**src/hdl/phd_pkg.sv**
```systemverilog
package phd_pkg;

  // Node table geometry
  localparam int unsigned TreeNodes  = 512;
  localparam int unsigned NodeAw     = $clog2(TreeNodes);
  localparam int unsigned NodeCw     = NodeAw + 1;        // node count, holds TreeNodes
  localparam int unsigned EntryW     = NodeAw + 1;        // leaf flag + pointer/symbol
  localparam int unsigned LeafBit    = NodeAw;

  // Pending stack of internal nodes awaiting their one subtree
  localparam int unsigned StackDepth = TreeNodes / 2;
  localparam int unsigned StackAw    = $clog2(StackDepth);
  localparam int unsigned StackCw    = StackAw + 1;

  localparam int unsigned SymW        = 8;
  localparam int unsigned BitsPerByte = 8;
  localparam int unsigned BitCw       = $clog2(BitsPerByte) + 1;
  localparam int unsigned SymCw       = $clog2(SymW + 1) + 1;

  // Front-to-back queue, power of two deep
  localparam int unsigned QueueDepth = 2;
  localparam int unsigned QueueAw    = $clog2(QueueDepth);

  // Action codes
  localparam logic [1:0] ActData  = 2'd0;
  localparam logic [1:0] ActBegin = 2'd1;
  localparam logic [1:0] ActEnd   = 2'd2;

  // Result status codes
  localparam logic [1:0] StData       = 2'd0;
  localparam logic [1:0] StOverflow   = 2'd1;
  localparam logic [1:0] StSingleLeaf = 2'd2;

  typedef enum logic [1:0] {
    PH_PLAIN,
    PH_TREE,
    PH_DECODE,
    PH_HALT
  } phase_e;

  typedef enum logic [1:0] {
    BK_IDLE,
    BK_BITS,
    BK_CLOSE,
    BK_FLUSH
  } back_state_e;

  typedef enum logic [1:0] {
    IT_DATA,
    IT_BEGIN,
    IT_END,
    IT_NOP
  } item_kind_e;

  typedef struct packed {
    item_kind_e        kind;
    logic [SymW-1:0]   data;
  } item_t;

  typedef struct packed {
    logic  valid;
    item_t item;
  } head_t;

endpackage

```
**src/hdl/phd_if.sv**
```systemverilog
interface phd_in_if;
  logic       valid;
  logic       ready;
  logic [1:0] action;
  logic [7:0] data_byte;

  modport source (output valid, action, data_byte, input ready);
  modport sink   (input valid, action, data_byte, output ready);
endinterface


```
**src/hdl/phd_front.sv**
```systemverilog
module phd_front (
  input  logic           clk_i,
  input  logic           rst_ni,
  phd_in_if.sink         in_i,
  output phd_pkg::head_t head_o,
  input  logic           pop_i
);
  import phd_pkg::*;

  item_t              q_mem [QueueDepth];
  logic [QueueAw-1:0] wr_ptr_q, wr_ptr_d;
  logic [QueueAw-1:0] rd_ptr_q, rd_ptr_d;
  logic [QueueAw:0]   cnt_q, cnt_d;
  logic               accept;
  item_t              in_item;

  assign in_i.ready = (cnt_q != (QueueAw + 1)'(QueueDepth));
  assign accept     = in_i.valid && in_i.ready;

  // classify the action once, here
  always_comb begin
    in_item.data = in_i.data_byte;
    unique case (in_i.action)
      ActData:  in_item.kind = IT_DATA;
      ActBegin: in_item.kind = IT_BEGIN;
      ActEnd:   in_item.kind = IT_END;
      default:  in_item.kind = IT_NOP;
    endcase
  end

  always_comb begin
    wr_ptr_d = accept ? wr_ptr_q + 1'b1 : wr_ptr_q;
    rd_ptr_d = pop_i  ? rd_ptr_q + 1'b1 : rd_ptr_q;
    unique case ({accept, pop_i})
      2'b10:   cnt_d = cnt_q + 1'b1;
      2'b01:   cnt_d = cnt_q - 1'b1;
      default: cnt_d = cnt_q;
    endcase
  end

  always_ff @(posedge clk_i or negedge rst_ni) begin
    if (!rst_ni) begin
      wr_ptr_q <= '0;
      rd_ptr_q <= '0;
      cnt_q    <= '0;
    end else begin
      wr_ptr_q <= wr_ptr_d;
      rd_ptr_q <= rd_ptr_d;
      cnt_q    <= cnt_d;
    end
  end

  always_ff @(posedge clk_i) begin
    if (accept) begin
      q_mem[wr_ptr_q] <= in_item;
    end
  end

  assign head_o.valid = (cnt_q != '0);
  assign head_o.item  = q_mem[rd_ptr_q];

  a_pop_nonempty: assert property (@(posedge clk_i) disable iff (!rst_ni)
    pop_i |-> cnt_q != '0)
    else $error("queue popped while empty");

endmodule

```
**src/flat_wrapper.sv**
```systemverilog
// flat-port wrapper written by rule: the top's interface ports become plain ports
module phd_front_flat import phd_pkg::*;
  (clk_i, rst_ni, head_o, pop_i, in_i_valid, in_i_action, in_i_data_byte, in_i_ready);
  phd_in_if in_i_i ();
  input  logic clk_i;
  input  logic rst_ni;
  output phd_pkg::head_t head_o;
  input  logic pop_i;
  input wire logic [$bits(in_i_i.valid)-1:0] in_i_valid;
  input wire logic [$bits(in_i_i.action)-1:0] in_i_action;
  input wire logic [$bits(in_i_i.data_byte)-1:0] in_i_data_byte;
  output wire logic [$bits(in_i_i.ready)-1:0] in_i_ready;
  assign in_i_i.valid = in_i_valid;
  assign in_i_i.action = in_i_action;
  assign in_i_i.data_byte = in_i_data_byte;
  assign in_i_ready = in_i_i.ready;
  phd_front u_core (.clk_i(clk_i), .rst_ni(rst_ni), .in_i(in_i_i), .head_o(head_o), .pop_i(pop_i));
endmodule
```
**config.mk**
```make
export PLATFORM = sky130hd
export DESIGN_NAME = phd_front_flat
export DESIGN_NICKNAME = d
export VERILOG_FILES = /design/src/hdl/phd_pkg.sv /design/src/hdl/phd_if.sv /design/src/hdl/phd_front.sv /design/src/flat_wrapper.sv
export SDC_FILE = /design/constraint.sdc
export NUM_CORES = 1
export LEC_CHECK = 0
export BUFFER_PORTS_ARGS = -buffer_cell sky130_fd_sc_hd__buf_2
export CAP_MARGIN = 30
export CORE_MARGIN = 8
export CORE_UTILIZATION = 35
export CTS_BUF_LIST = sky130_fd_sc_hd__clkbuf_4
export DETAILED_ROUTE_END_ITERATION = 8
export GPL_ROUTABILITY_DRIVEN = 0
export PLACE_DENSITY_LB_ADDON = 0.05
export SLEW_MARGIN = 10
export SYNTH_ARGS = -nofsm -noshare
export SYNTH_HDL_FRONTEND = slang
export SYNTH_SLANG_ARGS = --single-unit
```
**constraint.sdc**
```tcl
create_clock -name clk_i -period 1.9 [get_ports clk_i]
set_clock_uncertainty 0.1 [all_clocks]
set_input_delay 0.095 -clock clk_i [delete_from_list [all_inputs] [get_ports clk_i]]
set_output_delay 0.095 -clock clk_i [all_outputs]
set_load 0.02 [all_outputs]
```
==> metrics.md <==
| Metric | Value |
|---|---|
| Status | finished, final reports clean |
| DR vias/cell | between 4 and 5 |
| First-pass DRT Iterations | 2 |
| Detail Route Antenna Nets | 0 |
| Clk_lat worst skew | about 300 ps |
| Full die area | roughly 0.0045 mm² |
| CTS tree | done |
| Dpl hpwl | approximately 1100 µm |
| Post-synth top area share | 65.3% |
| CP startpoint kind | flop |
| Layout area overhead | 35.0% |
| Max-capacitance violation count | 0 |
| Core Box Area | 0.00248 mm² |
| Crit path DAT | 1500 ps |
| Power Density | around 1300 mW/mm² |
| Critical Path RT | 1700 ps |
| Unrepaired setup endpoints after global routing | false |
| Total gr overflow | 0 |
| Hold Path Origin | u_core.wr_ptr_q |
| Reg2reg start | u_core.cnt_q[0] |
| Cell taking the most area after synthesis | edfxtp_1 |
| Die height | ~67 µm |
| Vias | 519 |
| Hold-critical path endpoint | u_core.wr_ptr_q |
| IO Pins | 26 |
| Worst path max stage delay | ~660 ps |
| Fmax | ~0.59 GHz |
| Non-Filler Instances | 120 |
| Initial drt markers | 3 |
| IO buf count | 25 |
| Setup TNS | 0 ps |
| Measured slew at the worst slew-check pin | roughly 480 ps |
| Crit-path slowest cell | dfrtp_1 |
| Antenna violations before repair | 0 |
| Cells after Synth | 49 |
| Syn Nets | 64 |
| Mapped Area | 920 µm² |
| Final wirelength | 1540 µm |
| Placed Instances | 102 |
| Leakage power | between 0.4 and 0.5 nW |
| Total CTS buffers | 3 |
| # setup viols final | 0 |
| Slew headroom | 67.9% |
| Clock Sinks | 24 |
| Starting density of the core | 37.1% |
| Routed WL per cell | 12.9 µm |
| Clock buffer depth | 2 |
| Library cells used by synthesis | 13 |
| Fillers | 236 |
| Post-CTS Setup Inserts | 0 |
| R2r setup slk | 460 ps |
| Layout Nets | 106 |
| Tmin final | ~1700 ps |
| Final Hold Vio Count | 0 |
| Die width | between 60 and 70 µm |
| Final worst path period share | 89.0% |
| Row cnt | 18 |
| Hold Path Depth | 1 |
| Critical path type | reg -> out |
| All-layer global routing usage | 7.63% |
| CP Cell Sequence | mux2_1 -> buf_2 |
| Clock root buffer | clkbuf_4 |
| Synth Register Bits | 24 |
| Share of cells above drive strength 1 | roughly 34% |
| Reg2reg path depth | 2 |
| Largest net degree at the start of global routing | 14 |
| Syn_area_per_cell | between 15 and 20 µm² |
| Crit-path max FO | 11 |
| CP Capture Type | output pin |
| Final routed DRC violation total | 0 |
| Final Slew Violations | 0 |
| Clk pin slew, worst setup/hold paths | 130 ps |
| Worst Hold Class | reg -> reg |
| Antenna Cells | 0 |
| Peak VDD IR | around 800 µV |
| R2r endpoint | u_core.q_mem[1][2] |
| Global-route wire length before repair | about 2700 µm |
| Vias in the first global route | about 610 |
| Sequential share of the synthesized area | 76.2% |
| YS warnings | 0 |
| H-Tree Depth | 1 |
| Top cells by area, synth | edfxtp_1 65%, mux2_1 12%, dfrtp_1 11% |
flip-flops by register name, indices dropped and copies added, names as in the netlist:
| register | flops |
|---|---|
| u_core.cnt_q | 2 |
| u_core.q_mem | 20 |
| u_core.rd_ptr_q | 1 |
| u_core.wr_ptr_q | 1 |
critical path: cells and delay by family, from the launching register on:
kind	cells	cell delay (ps)
buf+inv	1	160
flops	1	660
mux	1	380
kinds of logic after synthesis:
| family | Yosys count | synth area share (%) |
|---|---|---|
| flip-flops | 24 | 76.2 |
| XOR/XNOR | 5 | 4.76 |
| adder cells (fa/ha/maj) | 1 | 1.36 |
| AND/OR/NAND/NOR | 6 | 3.81 |
| multiplexers | 10 | 12.2 |
| buffers and inverters | 3 | 1.63 |
worst max-delay path by stage:
stage                          startpoint                 end  slack, ps
after floorplan           u_core.cnt_q[0]  u_core.q_mem[0][0]        290
after CTS                 u_core.rd_ptr_q           head_o[7]        150
after global placement    u_core.cnt_q[0]  u_core.q_mem[1][5]        450
after global routing      u_core.rd_ptr_q           head_o[7]        100
after detailed placement  u_core.cnt_q[0]  u_core.q_mem[1][6]        440
final                     u_core.rd_ptr_q           head_o[7]        210
final cells by class:
| class | count | area, µm² | area share [%] |
|---|---|---|---|
| sequential | 24 | 701 | 56.5 |
| timing repair buffer | 40 | 273 | 22.0 |
| multi-input combinational | 22 | 204 | 16.4 |
| tap | 30 | 37.5 | 3.02 |
| clock buffer | 3 | 22.5 | 1.81 |
| clock inverter | 1 | 3.75 | 0.302 |
where the power goes:
part | internal [W] | switching [W]
clock network | 0.0000765 | 0.000139
registers | 0.000730 | 0.0000956
logic | 0.000257 | 0.000327
metal layers:
metal,part of all wire [%],wire [µm],track usage (%)
met1,38,593,7.01
met2,52,806,14.5
met3,9.3,143,3.64
met4,0,0,2.35
met5,0,0,0
Yosys cell counts:
| cell type | count |
|---|---|
| edfxtp_1 | 20 |
| nand2b_2 | 1 |
| clkbuf_1 | 2 |
| ha_1 | 1 |
| buf_4 | 1 |
| mux2_1 | 10 |
| or2_1 | 1 |
| nor2_1 | 2 |
| nand2_2 | 1 |
| xnor2_1 | 3 |
| xor2_1 | 2 |
| and3_1 | 1 |
| dfrtp_1 | 4 |
timing repair:
item                      in CTS  in global routing
hold endpoints to repair      26                  0
hold buffers                  14                  0
gates resized for setup        0                  0
through the flow:
stage | setup slack [ps] | cell area [µm²] | util, % | power, W | hold slack (ps)
2_1_floorplan | 287 | 920 | - | 0.00123 | -301
3_3_place_gp | 447 | 1070 | 43.4 | 0.00142 | -191
6_report | 209 | 1240 | 50.1 | 0.00162 | 402
5_1_grt | 96.2 | 1240 | 50.1 | 0.00172 | 401
3_5_place_dp | 437 | 1070 | 43.4 | 0.00142 | -190
4_1_cts | 148 | 1240 | 50.1 | 0.00166 | 390
placed cells by master, fill, tap and decap left out:
master | synthesis | final
xnor2_1 | 3 | 3
ha_1 | 1 | 1
or2_1 | 1 | 1
dfrtp_1 | 4 | 4
buf_4 | 1 | 1
xor2_1 | 2 | 2
nand2b_2 | 1 | 1
and3_1 | 1 | 1
edfxtp_1 | 20 | 20
dlygate4sd3_1 | 0 | 14
clkinv_1 | 0 | 1
nand2_2 | 1 | 1
buf_2 | 0 | 25
mux2_1 | 10 | 10
clkbuf_4 | 0 | 3
nor2_1 | 2 | 2
Power figures use the tool's default switching activity.
